### config.mk
export PLATFORM = sky130hd
export DESIGN_NAME = rv32i_instruction_decoder
export DESIGN_NICKNAME = d
export VERILOG_FILES = /design/src/rvid_pkg.sv /design/src/rvid_decode.sv /design/src/rv32i_instruction_decoder.sv
export VERILOG_INCLUDE_DIRS = /design/src /design/src/src
export SDC_FILE = /design/constraint.sdc
export NUM_CORES = 1
export LEC_CHECK = 0
export ABC_AREA = 1
export BUFFER_PORTS_ARGS = -buffer_cell sky130_fd_sc_hd__buf_2
export CAP_MARGIN = 0
export CELL_PAD_IN_SITES_DETAIL_PLACEMENT = 0
export CELL_PAD_IN_SITES_GLOBAL_PLACEMENT = 1
export CORE_MARGIN = 3
export CORE_UTILIZATION = 34
export CTS_BUF_LIST = sky130_fd_sc_hd__clkbuf_8
export DETAILED_ROUTE_END_ITERATION = 12
export PLACE_DENSITY_LB_ADDON = 0.1
export RECOVER_POWER = 50
export SLEW_MARGIN = 20
export SYNTH_ARGS = -nofsm -noshare
export SYNTH_HDL_FRONTEND = slang
export SYNTH_SLANG_ARGS = --single-unit
### constraint.sdc
create_clock -name clock -period 1.5 [get_ports clock]
set_clock_uncertainty 0.1 [all_clocks]
set_input_delay 0.225 -clock clock [delete_from_list [all_inputs] [get_ports clock]]
set_output_delay 0.225 -clock clock [all_outputs]
set_load 0.005 [all_outputs]
### src/rv32i_instruction_decoder_macros.svh
// Assertion macros for the RV32I instruction decoder RTL.
`ifndef RV32I_INSTRUCTION_DECODER_MACROS_SVH
`define RV32I_INSTRUCTION_DECODER_MACROS_SVH
`ifndef SYNTHESIS
`define RVID_ASSERT(lbl, clk, rst, prop, msg) \
   lbl: assert property (@(posedge clk) disable iff (rst) prop) else $error(msg);
`define RVID_ASSERT_ALWAYS(lbl, clk, prop, msg) \
   lbl: assert property (@(posedge clk) prop) else $error(msg);
`else
`define RVID_ASSERT(lbl, clk, rst, prop, msg)
`define RVID_ASSERT_ALWAYS(lbl, clk, prop, msg)
`endif
`endif

### src/rvid_pkg.sv
// Package with opcodes, operation numbers and the decode result type.
package rvid_pkg;

   localparam logic [6:0] OpcLui    = 7'h37;
   localparam logic [6:0] OpcAuipc  = 7'h17;
   localparam logic [6:0] OpcJal    = 7'h6F;
   localparam logic [6:0] OpcJalr   = 7'h67;
   localparam logic [6:0] OpcBranch = 7'h63;
   localparam logic [6:0] OpcLoad   = 7'h03;
   localparam logic [6:0] OpcStore  = 7'h23;
   localparam logic [6:0] OpcOpImm  = 7'h13;
   localparam logic [6:0] OpcOp     = 7'h33;
   localparam logic [6:0] OpcSystem = 7'h73;

   localparam logic [6:0] F7Zero = 7'h00;
   localparam logic [6:0] F7Alt  = 7'h20;

   localparam logic [5:0] OpLui   = 6'd0;
   localparam logic [5:0] OpAuipc = 6'd1;
   localparam logic [5:0] OpJal   = 6'd2;
   localparam logic [5:0] OpJalr  = 6'd3;
   localparam logic [5:0] OpBeq   = 6'd4;
   localparam logic [5:0] OpBne   = 6'd5;
   localparam logic [5:0] OpBlt   = 6'd6;
   localparam logic [5:0] OpBge   = 6'd7;
   localparam logic [5:0] OpBltu  = 6'd8;
   localparam logic [5:0] OpBgeu  = 6'd9;
   localparam logic [5:0] OpLb    = 6'd10;
   localparam logic [5:0] OpLh    = 6'd11;
   localparam logic [5:0] OpLw    = 6'd12;
   localparam logic [5:0] OpLbu   = 6'd13;
   localparam logic [5:0] OpLhu   = 6'd14;
   localparam logic [5:0] OpSb    = 6'd15;
   localparam logic [5:0] OpSh    = 6'd16;
   localparam logic [5:0] OpSw    = 6'd17;
   localparam logic [5:0] OpAddi  = 6'd18;
   localparam logic [5:0] OpSlti  = 6'd19;
   localparam logic [5:0] OpSltiu = 6'd20;
   localparam logic [5:0] OpXori  = 6'd21;
   localparam logic [5:0] OpOri   = 6'd22;
   localparam logic [5:0] OpAndi  = 6'd23;
   localparam logic [5:0] OpSlli  = 6'd24;
   localparam logic [5:0] OpSrli  = 6'd25;
   localparam logic [5:0] OpSrai  = 6'd26;
   localparam logic [5:0] OpAdd   = 6'd27;
   localparam logic [5:0] OpSub   = 6'd28;
   localparam logic [5:0] OpSll   = 6'd29;
   localparam logic [5:0] OpSlt   = 6'd30;
   localparam logic [5:0] OpSltu  = 6'd31;
   localparam logic [5:0] OpXor   = 6'd32;
   localparam logic [5:0] OpSrl   = 6'd33;
   localparam logic [5:0] OpSra   = 6'd34;
   localparam logic [5:0] OpOr    = 6'd35;
   localparam logic [5:0] OpAnd   = 6'd36;

   typedef struct packed {
      logic [5:0]         op_class;
      logic               illegal;
      logic [4:0]         dest_index;
      logic               writes_dest;
      logic [4:0]         src1_index;
      logic               reads_src1;
      logic [4:0]         src2_index;
      logic               reads_src2;
      logic signed [31:0] immediate;
      logic               ends_block;
   } rvid_result_type;

endpackage

### src/rvid_decode.sv
// Combinational decode of one RV32I instruction word into a result beat.
module rvid_decode
   import rvid_pkg::*;
(
   input  logic [31:0]     instr_word,
   output rvid_result_type result
);

   logic [6:0]  opcode;
   logic [2:0]  funct3;
   logic [6:0]  funct7;
   logic [31:0] imm_i;
   logic [31:0] imm_s;
   logic [31:0] imm_b;
   logic [31:0] imm_j;
   logic [31:0] imm_u;
   logic        ok;
   logic [5:0]  op;
   logic [31:0] imm;
   logic        wd;
   logic        r1;
   logic        r2;
   logic        endb;

   assign opcode = instr_word[6:0];
   assign funct3 = instr_word[14:12];
   assign funct7 = instr_word[31:25];

   assign imm_i = {{20{instr_word[31]}}, instr_word[31:20]};
   assign imm_s = {{20{instr_word[31]}}, instr_word[31:25], instr_word[11:7]};
   assign imm_b = {{20{instr_word[31]}}, instr_word[7], instr_word[30:25],
                   instr_word[11:8], 1'b0};
   assign imm_j = {{12{instr_word[31]}}, instr_word[19:12], instr_word[20],
                   instr_word[30:21], 1'b0};
   assign imm_u = {instr_word[31:12], 12'h000};

   always_comb begin
      ok   = 1'b1;
      op   = OpLui;
      imm  = 32'h0;
      wd   = 1'b0;
      r1   = 1'b0;
      r2   = 1'b0;
      endb = 1'b0;
      unique case (opcode)
         OpcLui: begin
            op  = OpLui;
            wd  = 1'b1;
            imm = imm_u;
         end
         OpcAuipc: begin
            op  = OpAuipc;
            wd  = 1'b1;
            imm = imm_u;
         end
         OpcJal: begin
            op   = OpJal;
            wd   = 1'b1;
            imm  = imm_j;
            endb = 1'b1;
         end
         OpcJalr: begin
            op   = OpJalr;
            wd   = 1'b1;
            r1   = 1'b1;
            imm  = imm_i;
            endb = 1'b1;
            ok   = (funct3 == 3'd0);
         end
         OpcBranch: begin
            r1   = 1'b1;
            r2   = 1'b1;
            imm  = imm_b;
            endb = 1'b1;
            unique case (funct3)
               3'd0: op = OpBeq;
               3'd1: op = OpBne;
               3'd4: op = OpBlt;
               3'd5: op = OpBge;
               3'd6: op = OpBltu;
               3'd7: op = OpBgeu;
               default: ok = 1'b0;
            endcase
         end
         OpcLoad: begin
            wd  = 1'b1;
            r1  = 1'b1;
            imm = imm_i;
            unique case (funct3)
               3'd0: op = OpLb;
               3'd1: op = OpLh;
               3'd2: op = OpLw;
               3'd4: op = OpLbu;
               3'd5: op = OpLhu;
               default: ok = 1'b0;
            endcase
         end
         OpcStore: begin
            r1  = 1'b1;
            r2  = 1'b1;
            imm = imm_s;
            unique case (funct3)
               3'd0: op = OpSb;
               3'd1: op = OpSh;
               3'd2: op = OpSw;
               default: ok = 1'b0;
            endcase
         end
         OpcOpImm: begin
            wd  = 1'b1;
            r1  = 1'b1;
            imm = imm_i;
            unique case (funct3)
               3'd0: op = OpAddi;
               3'd1: begin
                  op = OpSlli;
                  ok = (funct7 == F7Zero);
               end
               3'd2: op = OpSlti;
               3'd3: op = OpSltiu;
               3'd4: op = OpXori;
               3'd5: begin
                  if (funct7 == F7Alt) begin
                     op = OpSrai;
                  end else begin
                     op = OpSrli;
                     ok = (funct7 == F7Zero);
                  end
               end
               3'd6: op = OpOri;
               3'd7: op = OpAndi;
               default: ok = 1'b0;
            endcase
         end
         OpcOp: begin
            wd = 1'b1;
            r1 = 1'b1;
            r2 = 1'b1;
            unique case (funct3)
               3'd0: op = (funct7 == F7Alt) ? OpSub : OpAdd;
               3'd1: begin
                  op = OpSll;
                  ok = (funct7 == F7Zero);
               end
               3'd2: op = OpSlt;
               3'd3: op = OpSltu;
               3'd4: op = OpXor;
               3'd5: begin
                  if (funct7 == F7Alt) begin
                     op = OpSra;
                  end else begin
                     op = OpSrl;
                     ok = (funct7 == F7Zero);
                  end
               end
               3'd6: op = OpOr;
               3'd7: op = OpAnd;
               default: ok = 1'b0;
            endcase
         end
         OpcSystem: begin
            endb = 1'b1;
            ok   = 1'b0;
         end
         default: begin
            ok = 1'b0;
         end
      endcase
   end

   always_comb begin
      result.op_class    = ok ? op : OpLui;
      result.illegal     = ~ok;
      result.dest_index  = instr_word[11:7];
      result.writes_dest = ok & wd;
      result.src1_index  = instr_word[19:15];
      result.reads_src1  = ok & r1;
      result.src2_index  = instr_word[24:20];
      result.reads_src2  = ok & r2;
      result.immediate   = ok ? $signed(imm) : 32'sh0;
      result.ends_block  = endb;
   end

endmodule

### src/rv32i_instruction_decoder.sv
// Top level of the RV32I instruction decoder: input register, decode, result register.
//
//  Channel | Handshake             | Payload
//  req     | start, busy           | req_instr_word
//  rsp     | rsp_valid (strobe)    | rsp_op_class ... rsp_ends_block
//
//  Every instruction word gives exactly one result beat, through the input register and then the result register.
//  A new word is taken in every cycle; busy is always low, since the two register
//  stages move on every clock and the result receiver cannot stall.
//  Synchronous reset clears the valid bits of both stages; payload is not reset.
`include "rv32i_instruction_decoder_macros.svh"
module rv32i_instruction_decoder
   import rvid_pkg::*;
(
   input  logic               clock,
   input  logic               reset,
   input  logic               start,
   output logic               busy,
   input  logic [31:0]        req_instr_word,
   output logic               rsp_valid,
   output logic [5:0]         rsp_op_class,
   output logic               rsp_illegal,
   output logic [4:0]         rsp_dest_index,
   output logic               rsp_writes_dest,
   output logic [4:0]         rsp_src1_index,
   output logic               rsp_reads_src1,
   output logic [4:0]         rsp_src2_index,
   output logic               rsp_reads_src2,
   output logic signed [31:0] rsp_immediate,
   output logic               rsp_ends_block
);

   logic            in_valid_ff;
   logic            in_valid_in;
   logic [31:0]     in_word_ff;
   logic [31:0]     in_word_in;
   logic            out_valid_ff;
   logic            out_valid_in;
   rvid_result_type out_result_ff;
   rvid_result_type out_result_in;
   rvid_result_type decoded;

   assign busy        = 1'b0;
   assign in_valid_in = start & ~busy;
   assign in_word_in  = req_instr_word;

   rvid_decode u_decode (
      .instr_word (in_word_ff),
      .result     (decoded)
   );

   assign out_valid_in  = in_valid_ff;
   assign out_result_in = decoded;

   always_ff @(posedge clock) begin
      if (reset) begin
         in_valid_ff  <= 1'b0;
         out_valid_ff <= 1'b0;
      end else begin
         in_valid_ff  <= in_valid_in;
         out_valid_ff <= out_valid_in;
      end
   end

   always_ff @(posedge clock) begin
      in_word_ff    <= in_word_in;
      out_result_ff <= out_result_in;
   end

   assign rsp_valid       = out_valid_ff;
   assign rsp_op_class    = out_result_ff.op_class;
   assign rsp_illegal     = out_result_ff.illegal;
   assign rsp_dest_index  = out_result_ff.dest_index;
   assign rsp_writes_dest = out_result_ff.writes_dest;
   assign rsp_src1_index  = out_result_ff.src1_index;
   assign rsp_reads_src1  = out_result_ff.reads_src1;
   assign rsp_src2_index  = out_result_ff.src2_index;
   assign rsp_reads_src2  = out_result_ff.reads_src2;
   assign rsp_immediate   = out_result_ff.immediate;
   assign rsp_ends_block  = out_result_ff.ends_block;

   `RVID_ASSERT(a_beat_latency, clock, reset, (start && !busy) |-> ##2 rsp_valid, "accepted word gave no result beat")
   `RVID_ASSERT(a_no_spurious, clock, reset, rsp_valid |-> $past(start, 2), "result beat without accepted word")
   `RVID_ASSERT(a_illegal_clean, clock, reset, (rsp_valid && rsp_illegal) |-> (rsp_op_class == OpLui && !rsp_writes_dest && !rsp_reads_src1 && !rsp_reads_src2 && rsp_immediate == 32'sh0), "illegal beat carries decode data")
   `RVID_ASSERT(a_op_range, clock, reset, rsp_valid |-> (rsp_op_class <= OpAnd), "operation number out of range")
   `RVID_ASSERT_ALWAYS(a_never_busy, clock, !busy, "decoder reported busy")

endmodule

==> results of run 1 <==
## registers in the layout, indices dropped and copies added, names as in the netlist, 5 cells and up
name,flops
rsp_op_class,6
rsp_src2_index,5
rsp_dest_index,5
rsp_src1_index,5
rsp_immediate,32
in_word_ff,32
## worst max-delay path by stage
stage	from	to	slack [ns]	cells after the start
CTS	in_word_ff[13]	rsp_writes_dest	-0.09	10
global placement	in_word_ff[13]	rsp_reads_src2	-0.23	10
finish	in_word_ff[1]	rsp_writes_dest	-0.09	10
global route	in_word_ff[13]	rsp_writes_dest	-0.21	10
detailed placement	in_word_ff[13]	rsp_reads_src2	-0.24	10
floorplan	in_word_ff[14]	rsp_reads_src1	0.009	10
## layout make-up
| type | count | area [um2] |
|---|---|---|
| repair buffers | 195 | 1344 |
| inverters | 69 | 266.5 |
| well taps | 129 | 161.4 |
| flip-flops and latches | 92 | 1869 |
| multi-input cells | 234 | 1246 |
| fillers | 912 | 4208 |
| clock inverters | 6 | 65.06 |
| clock buffers | 9 | 123.9 |
## worst max-delay path: cells and delay by family (launching register included)
| family | cells | cell delay [ns] |
|---|---|---|
| compound gates | 2 | 0.13 |
| buf+inv | 3 | 0.40 |
| flops | 1 | 0.34 |
| simple gates | 5 | 0.52 |
## logic make-up (layout without fill, tap and decap cells)
group / Yosys count / in the layout / synth area share
other: 1 / 1 / 0.001149
AO/OA/AOI/OAI: 28 / 28 / 0.04945
buffers and inverters: 81 / 279 / 0.1073
flip-flops: 92 / 92 / 0.5642
AND/OR/NAND/NOR: 205 / 205 / 0.2779
## cell usage after synthesis, drive strengths merged
cell,number
nor3,3
nand3,27
nor2,37
buf,10
nand2,124
inv,69
clkbuf,2
nand4,14
o22ai,1
conb,1
o21ai,17
a21oi,8
o211ai,2
dfxtp,92
## through the flow
step | instance area, um2 | total power, mW | worst slack (ns) | TNS [ns] | util
detailed placement | 4270 | 2.906 | -0.2386 | -8.457 | 0.4600
CTS | 5024 | 4.623 | -0.09269 | -2.117 | 0.5411
global route | 5076 | 4.785 | -0.2115 | -6.893 | 0.5468
global placement | 4270 | 2.903 | -0.2310 | -8.307 | 0.4600
floorplan | 3267 | 2.735 | 0.008885 | 0 | -
finish | 5076 | 4.555 | -0.09071 | -1.939 | 0.5468
## layout by cell type, fill, tap and decap left out, types with 5 or more instances in the layout
master / netlist / routed
dfxtp_1: 92 / 82
nor2_2: 3 / 5
buf_2: 4 / 90
dlygate4sd3_1: 0 / 34
inv_2: 4 / 11
nand3_1: 25 / 21
o21ai_0: 10 / 8
inv_1: 65 / 57
buf_4: 1 / 62
nor2_1: 31 / 24
a21oi_1: 8 / 8
nand2_1: 121 / 102
nor2_4: 3 / 8
buf_6: 5 / 5
dfxtp_4: 0 / 6
nand4_1: 14 / 14
nand2_2: 2 / 17
nand2_4: 1 / 5
clkbuf_8: 0 / 9
## what timing repair did
item | CTS | global route
pin swaps | 15 | 8
resized for setup | 64 | 18
setup buffers | 5 | 3
setup endpoints to repair | 42 | 42
hold buffers | 34 | 0
hold endpoints to repair | 34 | 0
## power groups by stage
stage	clock network, mW	logic, mW	registers [mW]
floorplan	0	0.127	2.61
global placement	0	0.290	2.61
detailed placement	0	0.292	2.61
CTS	1.66	0.396	2.56
global route	1.76	0.454	2.57
finish	1.58	0.411	2.56
## layer usage
metal  part of all wire  routed length (um)  track usage  up-vias
li1                   -                   -            -     1631
met1               0.44                3754       0.1960     1385
met2               0.49                4183       0.2939       81
met3              0.058                 494      0.05152        7
met4              0.014                 123      0.06553        0
met5                  0                   0            0        -
==> impl_metrics.yaml, run 1 <==
place:
  gp_congestion: 0.8116
  placed_cells: 678
  hpwl_mm: 6.145
  port_buffers: 93
sta:
  rsz0062_at_grt: "yes"
  clock.fmax_mhz: 628.7
  holdWs_ns: 0.2547
  hold_viol_final: 0
  slew_violations: 0
  fin_crit_ns: 1.591
  finalSetupViolCount: 42
  fin_ws_ns: -0.09071
  fin_crit_sh: 1.060
power_and_ir_drop:
  ir_worst_vdd_mv: 0.7518
  power.switching_mw: 1.052
  seq_power_share: 0.562
  p_comb_frac: 0.090
  p_int_mw: 3.502
  leakage_nw: 2.857
  p_per_area_mw_per_mm2: 897.3
  p_sw_frac: 0.2311
  clockPowerShare: 0.348
worst_setup_path:
  slowest_stage: "dfxtp_2"
  rr_worst_depth: 10
  r2r-start: "in_word_ff[1]"
  crit_chain: "nand2_4, nor2_2, buf_4, nand2_4, o21ai_4, nor2_4, nand3_4, buf_4, o21ai_1, inv_1"
  slowest_delay_ns: 0.34
  crit_arrival_ns: 1.75
  crit_type: "register to register"
  cp.required_ns: 1.66
  critPathCaptureType: "register"
  cp_max_fo: 7
  r2r-end: "rsp_writes_dest"
  r2r_setup_slack_ns: -0.09
  crit_path_start_kind: "register"
route:
  post_drt_wl_per_cell_um: 11.66
  ant_nets: 0
  drc_errors: 0
  vias: 3104
  firstDrtPassIters: 4
  wl_mm: 8.555
  vias_per_cell: 4.229
  drt_iter0_drc: 135
grt:
  grt_pass1_wl_mm: 14.79
  antenna_found_initial: 0
  grt_max_degree: 16
  overflow: 0
  grt_pass1_vias: 3250
  grt_use_total: 0.1696
hold_path:
  hold_depth: 0
  worstHoldStart: "in_word_ff[15]"
  hold_end: "rsp_src1_index[0]"
  hold_path.class: "register to register"
yosys:
  synth_fp_nets: 442
  synth_seq_cells: 92
  netlist_top_cells_area: "dfxtp_1, nand2_1, inv_1"
  yosysTopAreaCellShare: 0.5642
  synth_top_cell_by_area: "dfxtp_1"
  synth_seq_area_share: 0.5642
  syn_area_per_cell_um2: 8.021
  synth_area_mm2: 0.003264
  synthesis.instances: 407
  synth_cell_types: 27
  ys_warn_count: 0
floorplanning:
  fp-row-count: 35
  die_area_mm2: 0.01081
  io-pin-count: 95
  die_x_um: 104.0
  core_mm2: 0.009284
  start_util: 0.3516
  die-height_um: 104.0
clock_tree:
  cts_sinks: 92
  clk_pin_slew_worst_paths_ns: 0.08
  clock_latency_ns: 0.36
  cts_root_buffer: "clkbuf_8"
  clk_path_buf_depth: 2
  cts_tree: "yes"
  cts_buffers: 9
  htreeDepth: 3
job:
  max_cap_viol_count: 0
layout:
  instances_no_fill: 734
  syn_to_final_growth_pct: 55.50
  diodes: 0
  final_nets: 636
  drive_above_1_share: 0.4017
status:
  violations: "setup timing"
  status: "finished, violations left"
No activity file was read; power rests on OpenSTA's default activity.
==> run 2, diff against run 1 <==
--- a/config.mk
+++ b/config.mk
@@ -12,12 +12,14 @@
 export CELL_PAD_IN_SITES_DETAIL_PLACEMENT = 0
 export CELL_PAD_IN_SITES_GLOBAL_PLACEMENT = 1
 export CORE_MARGIN = 3
-export CORE_UTILIZATION = 34
+export CORE_UTILIZATION = 35
 export CTS_BUF_LIST = sky130_fd_sc_hd__clkbuf_8
 export DETAILED_ROUTE_END_ITERATION = 12
+export HOLD_SLACK_MARGIN = 0.06
 export PLACE_DENSITY_LB_ADDON = 0.1
 export RECOVER_POWER = 50
 export SLEW_MARGIN = 20
 export SYNTH_ARGS = -nofsm -noshare
 export SYNTH_HDL_FRONTEND = slang
+export SYNTH_HIERARCHICAL = 1
 export SYNTH_SLANG_ARGS = --single-unit
==> impl_metrics.yaml, run 2 <==
sta:
  hold_viol_final: 0
  fin_crit_sh: 1.124
  clock.fmax_mhz: 593.4
  fin_ws_ns: -0.1853
  rsz0062_at_grt: "yes"
  finalSetupViolCount: 41
  slew_violations: 0
  fin_crit_ns: 1.685
power_and_ir_drop:
  p_sw_frac: 0.2643
  total_power_mw: 4.641
  p_int_mw: 3.414
  leakage_nw: 3.056
  power.switching_mw: 1.227
  p_comb_frac: 0.101
  p_per_area_mw_per_mm2: 854.1
  seq_power_share: 0.551
  ir_worst_vdd_mv: 0.5245
  clockPowerShare: 0.348
status:
  status: "finished, violations left"
  violations: "setup timing"
clock_tree:
  cts_buffers: 9
  cts_tree: "yes"
  clock_latency_ns: 0.36
  cts_sinks: 92
  htreeDepth: 3
  clk_pin_slew_worst_paths_ns: 0.10
  cts_root_buffer: "clkbuf_8"
  clk_path_buf_depth: 2
floorplanning:
  die_x_um: 103.6
  die-height_um: 103.6
  start_util: 0.3711
  die_area_mm2: 0.01072
  fp-row-count: 34
  core_mm2: 0.008976
  io-pin-count: 95
route:
  post_drt_wl_per_cell_um: 12.52
  drt_iter0_drc: 84
  ant_nets: 0
  vias_per_cell: 4.291
  firstDrtPassIters: 4
  vias: 3141
  wl_mm: 9.167
  drc_errors: 0
hold_path:
  hold_depth: 0
  hold_path.class: "register to register"
yosys:
  yosysTopAreaCellShare: 0.5530
  ys_warn_count: 6
  synth_cell_types: 22
  synth_fp_nets: 449
  synth_area_mm2: 0.003331
  synth-main-ff-cell: "dfxtp_1"
  yosysMostFrequentCell: "nand2_1"
  synth_common_cells: "nand2_1, dfxtp_1, inv_1, nor2_1, buf_4"
  syn_area_per_cell_um2: 8.045
  netlist_top_cells_area: "dfxtp_1, nand2_1, inv_1"
  synth_seq_cells: 92
  synth_enable_flop_cells: 0
  synthesis.instances: 414
  synth_seq_area_share: 0.5530
  async_flop_share: 0
  synth_top_cell_by_area: "dfxtp_1"
job:
  max_cap_viol_count: 0
worst_setup_path:
  r2r_setup_slack_ns: -0.19
  r2r-start: "in_word_ff[28]"
  rr_worst_depth: 10
  crit_type: "register to register"
  crit_arrival_ns: 1.85
  crit_path_start_kind: "register"
  cp_max_fo: 7
  critPathCaptureType: "register"
  endpoint: "rsp_op_class[4]"
  cp.required_ns: 1.67
  crit_path_start: "in_word_ff[28]"
  r2r-end: "rsp_op_class[4]"
grt:
  grt_use_total: 0.1653
  grt_pass1_vias: 3013
  grt_max_degree: 19
  antenna_found_initial: 0
  overflow: 0
  grt_pass1_wl_mm: 14.43
place:
  gp_congestion: 0.8154
  port_buffers: 93
  hpwl_mm: 6.155
layout:
  final_core_util: 0.6054
  diodes: 0
  final_nets: 636
  mostFrequentLayoutCells: "buf_2, dfxtp_1, nand2_1"
  drive_above_1_share: 0.5132
  syn_to_final_growth_pct: 63.15
  final_common_cell: "buf_2"
  n_fill_cell: 877
==> run 2: layer usage <==
layer	vias up	wire (um)	track usage
li1	1634	-	-
met1	1411	4102	0.2108
met2	87	4565	0.2813
met3	9	405	0.03856
met4	0	93	0.04463
met5	-	0	0
==> run 2: power groups by stage <==
stage               Combinational [mW]  Sequential, mW  Clock [mW]
floorplan                        0.144            2.61           0
global placement                 0.289            2.61           0
detailed placement               0.288            2.61           0
CTS                              0.410            2.56        1.67
global route                     0.506            2.57        1.79
finish                           0.467            2.56        1.62
==> run 2: worst min path at each step <==
stage	start	end	slack, ns
after global placement	req_instr_word[12]	in_word_ff[12]	0.23
after global routing	in_word_ff[9]	rsp_dest_index[2]	0.27
after CTS	in_word_ff[9]	rsp_dest_index[2]	0.26
after detailed placement	req_instr_word[27]	in_word_ff[27]	0.23
final	in_word_ff[9]	rsp_dest_index[2]	0.26
after floorplan	req_instr_word[0]	in_word_ff[0]	0.15
==> run 2: repair_timing <==
action                                  4_1_cts  5_1_grt
resized for setup                            75       93
pin swaps                                    11       27
endpoints found under the setup margin       41       42
hold buffers                                 34        0
gates cloned                                  2        3
buffers inserted                             10        5
endpoints found under the hold margin        34        0
==> run 2: worst max-delay path, stage by stage, from the launching register on <==
cell and delay, ns:
dfxtp_1 0.36, nor2_2 0.05, nand2_2 0.12, nor2_1 0.07, nor2_1 0.14, nand2_2 0.09
nand2_4 0.09, nand3_4 0.22, clkbuf_16 0.25, o21ai_2 0.06, inv_1 0.05
==> run 2: area by class of cell <==
cell class / count / area, um2 / share of cell area
clock buffer: 9 / 123.9 / 0.02280
clock inverter: 7 / 68.82 / 0.01266
inverter: 66 / 272.8 / 0.05020
multi-input combinational: 228 / 1400 / 0.2577
sequential: 92 / 1869 / 0.3440
tap: 126 / 157.7 / 0.02901
timing repair buffer: 204 / 1541 / 0.2837
==> run 2: kinds of logic (layout without fill, tap and decap cells) <==
family,after synthesis,after routing,synth area share
flip-flops,92,92,0.5530
AO/OA/AOI/OAI,39,39,0.06386
other,1,1,0.001126
AND/OR/NAND/NOR,188,188,0.2461
buffers and inverters,94,286,0.1360
==> run 2: through the flow <==
stage / area, um2 / worst slack, ns / setup TNS [ns] / std cells / hold slack (ns)
floorplan: 3331 / 0.02601 / 0 / 414 / 0.1527
global placement: 4227 / -0.1694 / -4.904 / 662 / 0.2272
detailed placement: 4227 / -0.2040 / -5.697 / 662 / 0.2286
CTS: 5084 / -0.08629 / -2.066 / 724 / 0.2598
global route: 5434 / -0.2641 / -9.930 / 732 / 0.2722
finish: 5434 / -0.1853 / -6.359 / 732 / 0.2595
